===== src/rtl/pfe_pkg.sv =====
// ============================================================================
// pfe_pkg
// Shared types and constants for the postfix expression evaluator.
// ============================================================================
`default_nettype none

package pfe_pkg;

    // data path and symbol widths, default stack depth
    localparam int DATA_W          = 32;
    localparam int SYM_W           = 8;
    localparam int STACK_DEPTH_DEF = 64;

    // expression characters
    localparam logic [SYM_W-1:0] CHAR_PLUS  = 8'h2B;
    localparam logic [SYM_W-1:0] CHAR_MINUS = 8'h2D;
    localparam logic [SYM_W-1:0] CHAR_STAR  = 8'h2A;
    localparam logic [SYM_W-1:0] CHAR_SLASH = 8'h2F;
    localparam logic [SYM_W-1:0] CHAR_ZERO  = 8'h30;

    // value given for an empty pop or a division by zero
    localparam logic [DATA_W-1:0] VAL_ERR = '1;

    // arithmetic operation codes
    typedef enum logic [1:0] {
        OP_ADD = 2'd0,
        OP_SUB = 2'd1,
        OP_MUL = 2'd2,
        OP_DIV = 2'd3
    } t_op;

    // request to the shared arithmetic unit
    typedef struct packed {
        logic start;
        t_op  op;
    } t_alu_req;

    // status back from the shared arithmetic unit
    typedef struct packed {
        logic done;
        logic div_zero;
    } t_alu_rsp;

endpackage : pfe_pkg

`default_nettype wire


===== src/rtl/pfe_ram.sv =====
// ============================================================================
// pfe_ram
// Generic single write port, single read port RAM with registered read.
// ============================================================================
`default_nettype none

module pfe_ram #(
    parameter int WIDTH = 32,
    parameter int DEPTH = 64
) (
    input  wire logic                     i_clk,
    input  wire logic                     i_we,
    input  wire logic [$clog2(DEPTH)-1:0] i_waddr,
    input  wire logic [WIDTH-1:0]         i_wdata,
    input  wire logic                     i_re,
    input  wire logic [$clog2(DEPTH)-1:0] i_raddr,
    output logic      [WIDTH-1:0]         o_rdata
);

    logic [WIDTH-1:0] r_mem [DEPTH];
    logic [WIDTH-1:0] r_rdata;

    // write port
    always_ff @(posedge i_clk) begin
        if (i_we) begin
            r_mem[i_waddr] <= i_wdata;
        end
    end

    // registered read, held until the next read
    always_ff @(posedge i_clk) begin
        if (i_re) begin
            r_rdata <= r_mem[i_raddr];
        end
    end

    assign o_rdata = r_rdata;

endmodule : pfe_ram

`default_nettype wire


===== src/rtl/pfe_alu.sv =====
// ============================================================================
// pfe_alu
// Shared arithmetic unit: add, subtract and multiply, signed division
// truncating toward zero one quotient bit per cycle.
// ============================================================================
`default_nettype none

module pfe_alu
    import pfe_pkg::*;
(
    input  wire logic              i_clk,
    input  wire logic              i_rst_n,
    input  wire t_alu_req          i_req,
    input  wire logic [DATA_W-1:0] i_lhs,
    input  wire logic [DATA_W-1:0] i_rhs,
    output t_alu_rsp               o_rsp,
    output logic      [DATA_W-1:0] o_result
);

    localparam int STEP_W = $clog2(DATA_W);

    typedef enum logic [3:0] {
        AS_IDLE = 4'b0001,
        AS_DIV  = 4'b0010,
        AS_SIGN = 4'b0100,
        AS_DONE = 4'b1000
    } t_alu_state;

    t_alu_state        r_state, n_state;
    logic [DATA_W-1:0] r_res,   n_res;
    logic [DATA_W-1:0] r_quo,   n_quo;
    logic [DATA_W-1:0] r_rem,   n_rem;
    logic [DATA_W-1:0] r_div,   n_div;
    logic              r_neg,   n_neg;
    logic              r_dz,    n_dz;
    logic [STEP_W-1:0] r_step,  n_step;

    logic [DATA_W:0]   shifted;
    logic [DATA_W:0]   diff;
    logic [DATA_W-1:0] mag_lhs;
    logic [DATA_W-1:0] mag_rhs;

    // operand magnitudes for division
    assign mag_lhs = i_lhs[DATA_W-1] ? (DATA_W'(0) - i_lhs) : i_lhs;
    assign mag_rhs = i_rhs[DATA_W-1] ? (DATA_W'(0) - i_rhs) : i_rhs;

    // one restoring division step
    assign shifted = {r_rem, r_quo[DATA_W-1]};
    assign diff    = shifted - {1'b0, r_div};

    // sequencer and data path
    always_comb begin
        n_state = r_state;
        n_res   = r_res;
        n_quo   = r_quo;
        n_rem   = r_rem;
        n_div   = r_div;
        n_neg   = r_neg;
        n_dz    = r_dz;
        n_step  = r_step;
        case (r_state)
            AS_IDLE: begin
                if (i_req.start) begin
                    n_dz = 1'b0;
                    case (i_req.op)
                        OP_ADD: begin
                            n_res   = i_lhs + i_rhs;
                            n_state = AS_DONE;
                        end
                        OP_SUB: begin
                            n_res   = i_lhs - i_rhs;
                            n_state = AS_DONE;
                        end
                        OP_MUL: begin
                            n_res   = i_lhs * i_rhs;
                            n_state = AS_DONE;
                        end
                        OP_DIV: begin
                            if (i_rhs == '0) begin
                                n_res   = VAL_ERR;
                                n_dz    = 1'b1;
                                n_state = AS_DONE;
                            end else begin
                                n_quo   = mag_lhs;
                                n_rem   = '0;
                                n_div   = mag_rhs;
                                n_neg   = i_lhs[DATA_W-1] ^ i_rhs[DATA_W-1];
                                n_step  = '0;
                                n_state = AS_DIV;
                            end
                        end
                        default: begin
                            n_state = AS_IDLE;
                        end
                    endcase
                end
            end
            AS_DIV: begin
                if (!diff[DATA_W]) begin
                    n_rem = diff[DATA_W-1:0];
                    n_quo = {r_quo[DATA_W-2:0], 1'b1};
                end else begin
                    n_rem = shifted[DATA_W-1:0];
                    n_quo = {r_quo[DATA_W-2:0], 1'b0};
                end
                n_step = r_step + STEP_W'(1);
                if (r_step == STEP_W'(DATA_W - 1)) begin
                    n_state = AS_SIGN;
                end
            end
            AS_SIGN: begin
                n_res   = r_neg ? (DATA_W'(0) - r_quo) : r_quo;
                n_state = AS_DONE;
            end
            AS_DONE: begin
                n_state = AS_IDLE;
            end
            default: begin
                n_state = AS_IDLE;
            end
        endcase
    end

    // control state
    always_ff @(posedge i_clk) begin
        if (!i_rst_n) begin
            r_state <= AS_IDLE;
        end else begin
            r_state <= n_state;
        end
    end

    // data registers
    always_ff @(posedge i_clk) begin
        r_res  <= n_res;
        r_quo  <= n_quo;
        r_rem  <= n_rem;
        r_div  <= n_div;
        r_neg  <= n_neg;
        r_dz   <= n_dz;
        r_step <= n_step;
    end

    assign o_rsp.done     = (r_state == AS_DONE);
    assign o_rsp.div_zero = r_dz;
    assign o_result       = r_res;

endmodule : pfe_alu

`default_nettype wire


===== src/rtl/postfix_expression_evaluator.sv =====
// ============================================================================
// postfix_expression_evaluator
// Stack machine that evaluates a postfix expression one character per
// request and returns the final top of stack with sticky error flags.
// ============================================================================
// One character is taken per request while o_stall is low. A digit or any
// other non-operator character is pushed; +, - and * pop two operands
// through the registered stack RAM read, pass them through the ALU and push
// the result; / does the same with the shared divider producing one quotient
// bit per cycle (32 steps plus sign correction), unless the divisor is zero.
// A character marked as end of expression adds the final pop, plus any wait
// for the previous result still held on the output. The result is
// presented on o_valid and held while i_stall is high; the next expression
// may start meanwhile. The stack is cleared at each result.
`default_nettype none

module postfix_expression_evaluator
    import pfe_pkg::*;
#(
    parameter int STACK_DEPTH = STACK_DEPTH_DEF
) (
    input  wire logic                     i_clk,
    input  wire logic                     i_rst_n,
    input  wire logic                     i_valid,
    output logic                          o_stall,
    input  wire logic [SYM_W-1:0]         i_symbol,
    input  wire logic                     i_end_of_expr,
    output logic                          o_valid,
    input  wire logic                     i_stall,
    output logic signed [DATA_W-1:0]      o_value,
    output logic                          o_overflow_seen,
    output logic                          o_underflow_seen,
    output logic                          o_divide_by_zero_seen
);

    localparam int CNT_W  = $clog2(STACK_DEPTH + 1);
    localparam int ADDR_W = $clog2(STACK_DEPTH);

    typedef enum logic [8:0] {
        ST_IDLE  = 9'b000000001,
        ST_POP_R = 9'b000000010,
        ST_GET_R = 9'b000000100,
        ST_POP_L = 9'b000001000,
        ST_CALC  = 9'b000010000,
        ST_WAIT  = 9'b000100000,
        ST_PUSH  = 9'b001000000,
        ST_POP_T = 9'b010000000,
        ST_OUT   = 9'b100000000
    } t_state;

    t_state            r_state,   n_state;
    logic [CNT_W-1:0]  r_count,   n_count;
    logic              r_last,    n_last;
    t_op               r_op,      n_op;
    logic              r_empty,   n_empty;
    logic [DATA_W-1:0] r_opr,     n_opr;
    logic [DATA_W-1:0] r_res,     n_res;
    logic              r_ovf,     n_ovf;
    logic              r_unf,     n_unf;
    logic              r_dz,      n_dz;
    logic              r_out_vld, n_out_vld;
    logic [DATA_W-1:0] r_out_val, n_out_val;
    logic              r_out_ovf, n_out_ovf;
    logic              r_out_unf, n_out_unf;
    logic              r_out_dz,  n_out_dz;

    logic              in_acc;
    logic              out_free;
    logic              is_op;
    t_op               sym_op;
    logic              ram_we;
    logic              ram_re;
    logic [ADDR_W-1:0] ram_waddr;
    logic [ADDR_W-1:0] ram_raddr;
    logic [DATA_W-1:0] ram_rdata;
    logic [DATA_W-1:0] pop_val;
    logic [CNT_W-1:0]  count_dec;
    t_alu_req          alu_req;
    t_alu_rsp          alu_rsp;
    logic [DATA_W-1:0] alu_res;

    // handshake
    assign o_stall  = (r_state != ST_IDLE);
    assign in_acc   = i_valid && (r_state == ST_IDLE);
    assign out_free = !r_out_vld || !i_stall;

    // operator decode
    always_comb begin
        is_op  = 1'b1;
        sym_op = OP_ADD;
        case (i_symbol)
            CHAR_PLUS:  sym_op = OP_ADD;
            CHAR_MINUS: sym_op = OP_SUB;
            CHAR_STAR:  sym_op = OP_MUL;
            CHAR_SLASH: sym_op = OP_DIV;
            default:    is_op  = 1'b0;
        endcase
    end

    // stack access
    assign count_dec = r_count - CNT_W'(1);
    assign ram_raddr = count_dec[ADDR_W-1:0];
    assign ram_waddr = r_count[ADDR_W-1:0];
    assign ram_re    = ((r_state == ST_POP_R) || (r_state == ST_POP_L) ||
                        (r_state == ST_POP_T)) && (r_count != '0);
    assign ram_we    = (r_state == ST_PUSH) && (r_count != CNT_W'(STACK_DEPTH));
    assign pop_val   = r_empty ? VAL_ERR : ram_rdata;

    pfe_ram #(
        .WIDTH (DATA_W),
        .DEPTH (STACK_DEPTH)
    ) u_stack (
        .i_clk   (i_clk),
        .i_we    (ram_we),
        .i_waddr (ram_waddr),
        .i_wdata (r_res),
        .i_re    (ram_re),
        .i_raddr (ram_raddr),
        .o_rdata (ram_rdata)
    );

    // shared arithmetic unit
    assign alu_req.start = (r_state == ST_CALC);
    assign alu_req.op    = r_op;

    pfe_alu u_alu (
        .i_clk    (i_clk),
        .i_rst_n  (i_rst_n),
        .i_req    (alu_req),
        .i_lhs    (pop_val),
        .i_rhs    (r_opr),
        .o_rsp    (alu_rsp),
        .o_result (alu_res)
    );

    // sequencer
    always_comb begin
        n_state   = r_state;
        n_count   = r_count;
        n_last    = r_last;
        n_op      = r_op;
        n_empty   = r_empty;
        n_opr     = r_opr;
        n_res     = r_res;
        n_ovf     = r_ovf;
        n_unf     = r_unf;
        n_dz      = r_dz;
        n_out_vld = r_out_vld && i_stall;
        n_out_val = r_out_val;
        n_out_ovf = r_out_ovf;
        n_out_unf = r_out_unf;
        n_out_dz  = r_out_dz;
        case (r_state)
            ST_IDLE: begin
                if (in_acc) begin
                    n_last = i_end_of_expr;
                    n_op   = sym_op;
                    n_res  = DATA_W'(i_symbol) - DATA_W'(CHAR_ZERO);
                    n_state = is_op ? ST_POP_R : ST_PUSH;
                end
            end
            ST_POP_R, ST_POP_L, ST_POP_T: begin
                if (r_count == '0) begin
                    n_empty = 1'b1;
                    n_unf   = 1'b1;
                end else begin
                    n_empty = 1'b0;
                    n_count = count_dec;
                end
                case (r_state)
                    ST_POP_R: n_state = ST_GET_R;
                    ST_POP_L: n_state = ST_CALC;
                    default:  n_state = ST_OUT;
                endcase
            end
            ST_GET_R: begin
                n_opr   = pop_val;
                n_state = ST_POP_L;
            end
            ST_CALC: begin
                n_state = ST_WAIT;
            end
            ST_WAIT: begin
                if (alu_rsp.done) begin
                    n_res   = alu_res;
                    n_dz    = r_dz || alu_rsp.div_zero;
                    n_state = ST_PUSH;
                end
            end
            ST_PUSH: begin
                if (r_count == CNT_W'(STACK_DEPTH)) begin
                    n_ovf = 1'b1;
                end else begin
                    n_count = r_count + CNT_W'(1);
                end
                n_state = r_last ? ST_POP_T : ST_IDLE;
            end
            ST_OUT: begin
                if (out_free) begin
                    n_out_vld = 1'b1;
                    n_out_val = pop_val;
                    n_out_ovf = r_ovf;
                    n_out_unf = r_unf;
                    n_out_dz  = r_dz;
                    n_count   = '0;
                    n_ovf     = 1'b0;
                    n_unf     = 1'b0;
                    n_dz      = 1'b0;
                    n_state   = ST_IDLE;
                end
            end
            default: begin
                n_state = ST_IDLE;
            end
        endcase
    end

    // control state
    always_ff @(posedge i_clk) begin
        if (!i_rst_n) begin
            r_state   <= ST_IDLE;
            r_count   <= '0;
            r_ovf     <= 1'b0;
            r_unf     <= 1'b0;
            r_dz      <= 1'b0;
            r_out_vld <= 1'b0;
        end else begin
            r_state   <= n_state;
            r_count   <= n_count;
            r_ovf     <= n_ovf;
            r_unf     <= n_unf;
            r_dz      <= n_dz;
            r_out_vld <= n_out_vld;
        end
    end

    // payload registers
    always_ff @(posedge i_clk) begin
        r_last    <= n_last;
        r_op      <= n_op;
        r_empty   <= n_empty;
        r_opr     <= n_opr;
        r_res     <= n_res;
        r_out_val <= n_out_val;
        r_out_ovf <= n_out_ovf;
        r_out_unf <= n_out_unf;
        r_out_dz  <= n_out_dz;
    end

    // result outputs
    assign o_valid               = r_out_vld;
    assign o_value               = r_out_val;
    assign o_overflow_seen       = r_out_ovf;
    assign o_underflow_seen      = r_out_unf;
    assign o_divide_by_zero_seen = r_out_dz;

`ifndef SYNTHESIS
    // stack fill never goes past the depth
    a_count_range: assert property (@(posedge i_clk) disable iff (!i_rst_n)
        r_count <= CNT_W'(STACK_DEPTH))
        else $error("stack count beyond depth");

    // a push into the RAM only happens with room left
    a_push_room: assert property (@(posedge i_clk) disable iff (!i_rst_n)
        ram_we |-> (r_count < CNT_W'(STACK_DEPTH)))
        else $error("stack write while full");

    // the arithmetic unit only finishes while the sequencer waits for it
    a_alu_done: assert property (@(posedge i_clk) disable iff (!i_rst_n)
        alu_rsp.done |-> (r_state == ST_WAIT))
        else $error("unexpected arithmetic completion");

    // issuing a result empties the stack and raises valid
    a_out_clear: assert property (@(posedge i_clk) disable iff (!i_rst_n)
        ((r_state == ST_OUT) && out_free) |=> ((r_count == '0) && o_valid))
        else $error("result issue did not clear the stack");
`endif

endmodule : postfix_expression_evaluator

`default_nettype wire


===== config.mk =====
export PLATFORM = sky130hd
export DESIGN_NAME = postfix_expression_evaluator
export DESIGN_NICKNAME = d
export VERILOG_FILES = /design/src/rtl/pfe_pkg.sv /design/src/rtl/pfe_ram.sv /design/src/rtl/pfe_alu.sv /design/src/rtl/postfix_expression_evaluator.sv
export SDC_FILE = /design/constraint.sdc
export NUM_CORES = 2
export LEC_CHECK = 0
export ABC_AREA = 1
export BUFFER_PORTS_ARGS = -buffer_cell sky130_fd_sc_hd__buf_4
export CAP_MARGIN = 20
export CORE_MARGIN = 5
export CORE_UTILIZATION = 45
export DETAILED_ROUTE_END_ITERATION = 6
export PLACE_DENSITY = 0.61
export SLEW_MARGIN = 20
export SYNTH_ARGS = -nofsm -noshare
export SYNTH_HDL_FRONTEND = slang
export SYNTH_SLANG_ARGS = --single-unit
export TNS_END_PERCENT = 20

===== constraint.sdc =====
create_clock -name i_clk -period 8.1 [get_ports i_clk]
set_input_delay 0.81 -clock i_clk [delete_from_list [all_inputs] [get_ports i_clk]]
set_output_delay 0.81 -clock i_clk [all_outputs]
set_load 0.02 [all_outputs]

=== After elaboration in Yosys (flattened, before gate mapping) ===
Memories as Yosys holds them, arrays and structs flattened. A register that Yosys moved wholly into a read port is not among the register bits.
Index checks and enable logic that the tools add are counted.

* Add/sub/neg operators: 10
* Multipliers: 1
* Eq/ne operators: 36
* Muxes and demuxes: 56
* Bitwise operators: 2
* Reduce and logical (&&, ||, !) cells: 37

{| class="wikitable"
|+ Operator list
! operator !! number
|-
| 2-to-1 mux 32 bit || 14
|-
| one-hot mux 32 bit (2 select lines) || 4
|-
| one-hot mux 32 bit (4 select lines) || 1
|-
| subtractor 1 x 32 -> 32 bit, first input constant || 3
|-
| one-hot mux 9 bit (7 select lines) || 1
|-
| subtractor 33 x 32 -> 33 bit || 1
|-
| adder 32 bit || 1
|-
| == test 8 x 6 -> 1 bit, second input constant || 4
|-
| logical NOT 32 bit || 1
|-
| multiplier 32 x 32 -> 32 bit || 1
|-
| subtractor 32 bit || 1
|-
| 2-to-1 mux 31 bit || 1
|-
| 2-to-1 mux 7 bit || 4
|-
| 2-to-1 mux 9 bit || 3
|-
| one-hot mux 7 bit (3 select lines) || 1
|-
| != test 2 bit, second input constant || 9
|-
| one-hot mux 9 bit (2 select lines) || 1
|-
| AND reduction 3 bit || 6
|-
| 2-to-1 mux 5 bit || 3
|-
| 2-to-1 mux 1 bit || 12
|-
| 2-to-1 mux 4 bit || 3
|-
| one-hot mux 4 bit (3 select lines) || 1
|-
| AND reduction 4 bit || 3
|-
| nonzero test 2 bit || 6
|-
| 42 further kinds || 57
|}

* Register bits after elaboration: 262
* Bits in writable memories: 2048
* Input port bits: 13
* Word-level logic and storage cells: 167
* Memories kept: 1

{| class="wikitable"
|+ Memory list
! name !! depth !! width !! rd ports !! clocked after Yosys merged registers in !! write ports !! RTL line !! text
|-
| u_stack.r_mem || 64 || 32 || 1 || 1 || 1 || pfe_ram.sv:20 || <nowiki>logic [WIDTH-1:0] r_mem [DEPTH];</nowiki>
|}

=== Logic depth before layout (Yosys ltp) ===
* Depth in word-level cells: 7
* Mapped depth: 38

=== Cells and area by module ===
A second synthesis with hierarchy kept.

* Cell total of the unflattened synthesis: 11378
* Area, all modules: 117953.1 um^2

{| class="wikitable"
|+ By module, submodules not included
! module !! times used !! cells each !! area each (um^2)
|-
| pfe_ram || 1 || 6788 || 83157.3
|-
| pfe_alu || 1 || 4160 || 29783.6
|-
| postfix_expression_evaluator || 1 || 430 || 5012.3
|}

=== Worst setup path before layout ===
Ideal clock, no wire load.

* Path type: reg2reg
* Start point: register r_empty
* End point: register u_alu.r_res[29], in the netlist u_alu.o_result[29], data pin
* Library setup time: 260 ps
* Arrival: 6938 ps
* Path slack: 901 ps
* Cell stages (with the launch flop): 30
* Clock period less this slack: 7199 ps
* Cell sequence: edfxtp_1 > buf_6 > buf_6 > or2_2 > clkbuf_1 > clkinv_1 > nor2_1 > fa_1 > inv_1 > fa_1 > fa_1 > fa_1 > inv_1 > fa_1 > inv_1 > fa_1 > inv_1 > fa_1 > fa_1 > ha_1 > a21oi_1 > a21boi_0 > o21ai_0 > nand2_1 > nand3_1 > a31o_2 > a21oi_1 > o21ai_0 > nand3_1 > o21ai_0

* Longest elaborated chain between the ends: 5
* Elaborated cells between the ends (all ways): 7
* Those cells by class: 2 x add/sub; 1 x mul; 4 x mux

{| class="wikitable"
|+ RTL lines
! what !! RTL line !! text
|-
| from (decl) || postfix_expression_evaluator.sv:55 || <nowiki>logic r_empty, n_empty;</nowiki>
|-
| from (signal assigned) || postfix_expression_evaluator.sv:241 || <nowiki>r_empty <= n_empty;</nowiki>
|-
| 2-to-1 mux 32 bit * || postfix_expression_evaluator.sv:107 || <nowiki>assign pop_val = r_empty ? VAL_ERR : ram_rdata;</nowiki>
|-
| net pop_val[14] || postfix_expression_evaluator.sv:76 || <nowiki>logic [DATA_W-1:0] pop_val;</nowiki>
|-
| multiplier 32 x 32 -> 32 bit (tied with other cells) || pfe_alu.sv:75 || <nowiki>n_res = i_lhs * i_rhs;</nowiki>
|-
| one-hot mux 32 bit (4 select lines) * || pfe_alu.sv:65 || <nowiki>case (i_req.op)</nowiki>
|-
| 2-to-1 mux 32 bit * || pfe_alu.sv:63 || <nowiki>if (i_req.start) begin</nowiki>
|-
| one-hot mux 32 bit (2 select lines) * || pfe_alu.sv:61 || <nowiki>case (r_state)</nowiki>
|-
| net u_alu.n_res[29] || pfe_alu.sv:30 || <nowiki>logic [DATA_W-1:0] r_res, n_res;</nowiki>
|-
| to (signal assigned) || pfe_alu.sv:135 || <nowiki>r_res <= n_res;</nowiki>
|-
| to (decl) || pfe_alu.sv:30 ||
|}

The timed path passes the listed nets; every way through them passes the cells marked *. The select of a mux whose other input is x is not followed.
A chain may end at the register's enable or synchronous reset.

=== Worst setup path in the final report ===
* Start point: register r_empty
* End point: register u_alu.r_res[31], in the netlist u_alu.o_result[31], data pin

* Longest elaborated chain between the ends: 5
* Elaborated cells between the ends (all ways): 7
* Those cells by class: 2 x add/sub; 1 x mul; 4 x mux

{| class="wikitable"
|+ RTL lines
! what !! RTL line
|-
| 2-to-1 mux 32 bit * || postfix_expression_evaluator.sv:107
|-
| multiplier 32 x 32 -> 32 bit (tied with other cells) || pfe_alu.sv:75
|-
| one-hot mux 32 bit (4 select lines) * || pfe_alu.sv:65
|-
| 2-to-1 mux 32 bit * || pfe_alu.sv:63
|-
| one-hot mux 32 bit (2 select lines) * || pfe_alu.sv:61
|-
| net u_alu.n_res[31] || pfe_alu.sv:30
|}

Marks and branches as above.

==> flow_metrics.py <==
metrics = {
    "run_status": {
        "status": "finished, final reports clean",
    },
    "worst_setup_path": {
        "path_buf_inv": 8,
        "max_stage_delay_ps": 660,
        "cp_num_cells": 30,
        "critPathTopFamily": "adder cells",
        "required_ps": 8710,
        "critPathMaxFanout": 21,
        "cp-start-kind": "register",
        "cp-endpoint": "u_alu.o_result[31]",
        "r2r_end": "u_alu.o_result[31]",
        "crit_start": "r_empty",
        "cp.arrival_ps": 8450,
        "worstRegToRegCells": 30,
        "cp_common_cell": "fa_1",
        "r2r-start": "r_empty",
        "cp_slowest_cell": "nor2_1",
        "worstSetupEndpointType": "register",
        "critical_path_class": "register to register",
        "r2r_setup_slack_ps": 260,
    },
    "yosys": {
        "ys_top_cells_by_count": "edfxtp_1 (2,318), nor2_1 (1,927), o21ai_0 (1,597)",
        "synth_area_leaders": "edfxtp_1 (62%), fa_1 (7.3%), o21ai_0 (7.1%)",
        "synth_largest_area_cell": "edfxtp_1",
        "synth_cells": 9979,
        "synth-edff-count": 2318,
        "synth.distinct_cells": 60,
        "synth_async_sr_flop_share_pct": 0,
        "syn_area_um2": 113000,
        "ys_seq_elements": 2342,
        "netlist.area_leader.share_pct": 61.6,
        "synth_nets": 10600,
        "synth_flop_cell": "edfxtp_1",
        "ys_warn_count": 0,
        "syn_avg_cell_area_um2": 11.3,
        "synth.most_common_cell": "edfxtp_1",
        "ys_seq_area_share_pct": 62.0,
    },
    "timing": {
        "rsz0062_at_grt": "true",
        "post-route-period-util_pct": 96.8,
        "finalCriticalPeriod_ps": 7840,
        "tightest_slew_ps": 1210,
        "slew_violations": 0,
        "finalHoldViolCount": 0,
        "whs_ps": 203,
        "timing.fmax_ghz": 0.128,
        "setup_viol": 0,
        "skew_ps": 91.8,
        "max_slew_margin_pct": 18.8,
    },
    "cells_and_area": {
        "regArea_um2": 70100,
        "fillCellCount": 22000,
        "drive_above_1_share_pct": 8.43,
        "syn2layout_area_growth_pct": 11.7,
        "stdcell_count": 13600,
        "multi_input_area_um2": 38400,
        "nets": 10600,
    },
    "clock_tree": {
        "cts_sinks": 2342,
        "cts_buffer_depth": 3,
        "tritoncts": "yes",
        "cts_htree_levels": 4,
        "cts-buffers-inserted": 235,
        "cts_setup_buffers": 0,
        "cts-hold-fix-buffers": 0,
        "clk_pin_slew_worst_paths_ps": 70,
        "cts_root_buffer": "clkbuf_16",
        "clk_latency_ps": 940,
    },
    "pwr": {
        "powerDensity_nw_per_um2": 319,
        "switching_share_pct": 39.8,
        "p_sw_mw": 16.0,
        "peakVddDrop_v": 0.000342,
        "p_int_mw": 24.2,
        "power_frac_seq_pct": 38.2,
        "combPwrFrac_pct": 35.4,
        "leakagePower_nw": 45.3,
        "p_clk_share_pct": 26.3,
    },
    "die": {
        "rows": 184,
        "ioPinCount": 50,
        "core_area_um2": 251000,
        "chipHeight_um": 511,
        "initial_core_util_pct": 45.1,
        "die_area_um2": 261000,
        "dieWidth_um": 511,
    },
    "routing": {
        "drt_iter0_drc": 10700,
        "antenna_left": 0,
        "vias": 81100,
        "wl_per_cell_um": 28.7,
        "viasPerCell": 5.98,
        "first_pass_iters": 6,
        "wl_um": 389000,
        "drc": 0,
    },
    "placed_design": {
        "hpwl_um": 241000,
        "portBuffers": 49,
        "dp.cells": 13100,
        "gp_congestion": 0.984,
    },
    "global_routing": {
        "grt_pass1_wl_um": 555000,
        "grt_max_degree": 205,
        "antenna_found_initial": 29,
        "grt_usage_pct": 29.0,
        "overflow": 0,
        "grt_pass1_vias": 78000,
    },
    "hold_path": {
        "min_path_cells": 1,
        "worstHoldPathType": "input port to register",
    },
    "flow_run": {
        "max_cap_viol_count": 0,
    },
}
flip-flops by register name, summed over array words and instances (netlist names), 2 cells and up:
name             cells
r_opr               32
u_alu.r_state        4
r_op                 2
r_state              9
r_res               32
r_count              7
u_alu.r_quo         32
u_alu.r_div         32
u_stack.r_mem     2048
u_alu.o_result      32
u_stack.o_rdata     32
u_alu.r_rem         32
u_alu.r_step         5
o_value             32
area by class of cell:
class | instances | area share [%]
clock buffer | 310 | 4.91
multi-input combinational | 6321 | 30.4
sequential | 2342 | 55.5
clock inverter | 122 | 1.02
antenna | 4 | 0.00793
tap | 3348 | 3.32
timing repair buffer | 400 | 2.67
inverter | 709 | 2.14
worst reg2reg max path, delay by kind of cell (launching register included):
| kind | cells | cell delay (ps) |
|---|---|---|
| adders and majority gates | 8 | 4040 |
| and+or+nand+nor | 13 | 1870 |
| buffers and inverters | 8 | 990 |
| DFF | 1 | 420 |
| xor gates and xnor gates | 1 | 240 |
metal layers:
layer  track usage [%]  part of all wire [%]  vias to the layer above  routed length, um
met2              45.4                    46                     4067             178000
met1              40.1                    40                    40900             157000
met3              4.41                   8.4                      841              32800
met5                 0                 0.015                        -                 60
li1                  -                     -                    35300                  -
met4              13.6                   5.4                        8              20900
placed cells by master, fill, tap and decap left out, types with 17 or more instances in the layout:
cell	netlist	routed
a21o_1	17	17
a21oi_1	207	207
buf_12	0	29
buf_4	3	369
clkbuf_1	520	72
clkbuf_16	0	235
clkinv_1	18	58
clkinv_2	1	42
dfxtp_1	24	23
edfxtp_1	2318	2318
fa_1	410	410
ha_1	197	196
inv_1	682	678
nand2_1	754	752
nand3_1	121	121
nand4_1	31	31
nor2_1	1927	1875
nor2_4	7	56
nor3_1	68	53
nor3_2	8	23
o21ai_0	1597	1597
o22ai_1	673	672
xnor2_1	49	48
xor2_1	90	89
worst min-delay path by stage:
stage / from / end
finish: i_end_of_expr / r_last
global route: i_end_of_expr / r_last
CTS: i_end_of_expr / r_last
detailed placement: r_state[8] / r_state[8]
global placement: r_count[6] / r_count[6]
floorplan: r_dz / o_divide_by_zero_seen
through the flow:
step	setup WS, ps	power, mW	util [%]	area (um^2)	setup TNS, ps
2_1_floorplan	901	22.6	-	113000	0
3_3_place_gp	452	29.4	47.3	119000	0
3_5_place_dp	359	29.6	47.3	119000	0
4_1_cts	259	40.1	50.3	126000	0
5_1_grt	-20.6	41.6	50.3	126000	-20.6
6_report	261	40.3	50.3	126000	0
timing repair:
action                                  4_1_cts  5_1_grt
resized for setup                             0        2
endpoints found under the setup margin        0        4
endpoints found under the hold margin         0        0
cell families (layout without fill, tap and decap cells):
logic type                 Yosys count  count (layout)  share of synthesized area (%)
AOI/OAI and AO/OA                 2593            2593                           12.5
xor gates and xnor gates           139             139                           1.08
adders and majority gates          607             607                           9.45
buffers and inverters             1316            1541                           4.46
DFF                               2342            2342                           62.0
other                                0               4                              0
and+or+nand+nor                   2982            2982                           10.5
power by group through the flow:
stage	Clock [mW]	Combinational, mW	Sequential, mW
3_5_place_dp	0	13.9	15.6
3_3_place_gp	0	13.8	15.6
5_1_grt	11.3	15.0	15.4
2_1_floorplan	0	6.34	16.3
6_report	10.6	14.3	15.4
4_1_cts	10.8	14.0	15.4
(Power assumes the default switching activity.)
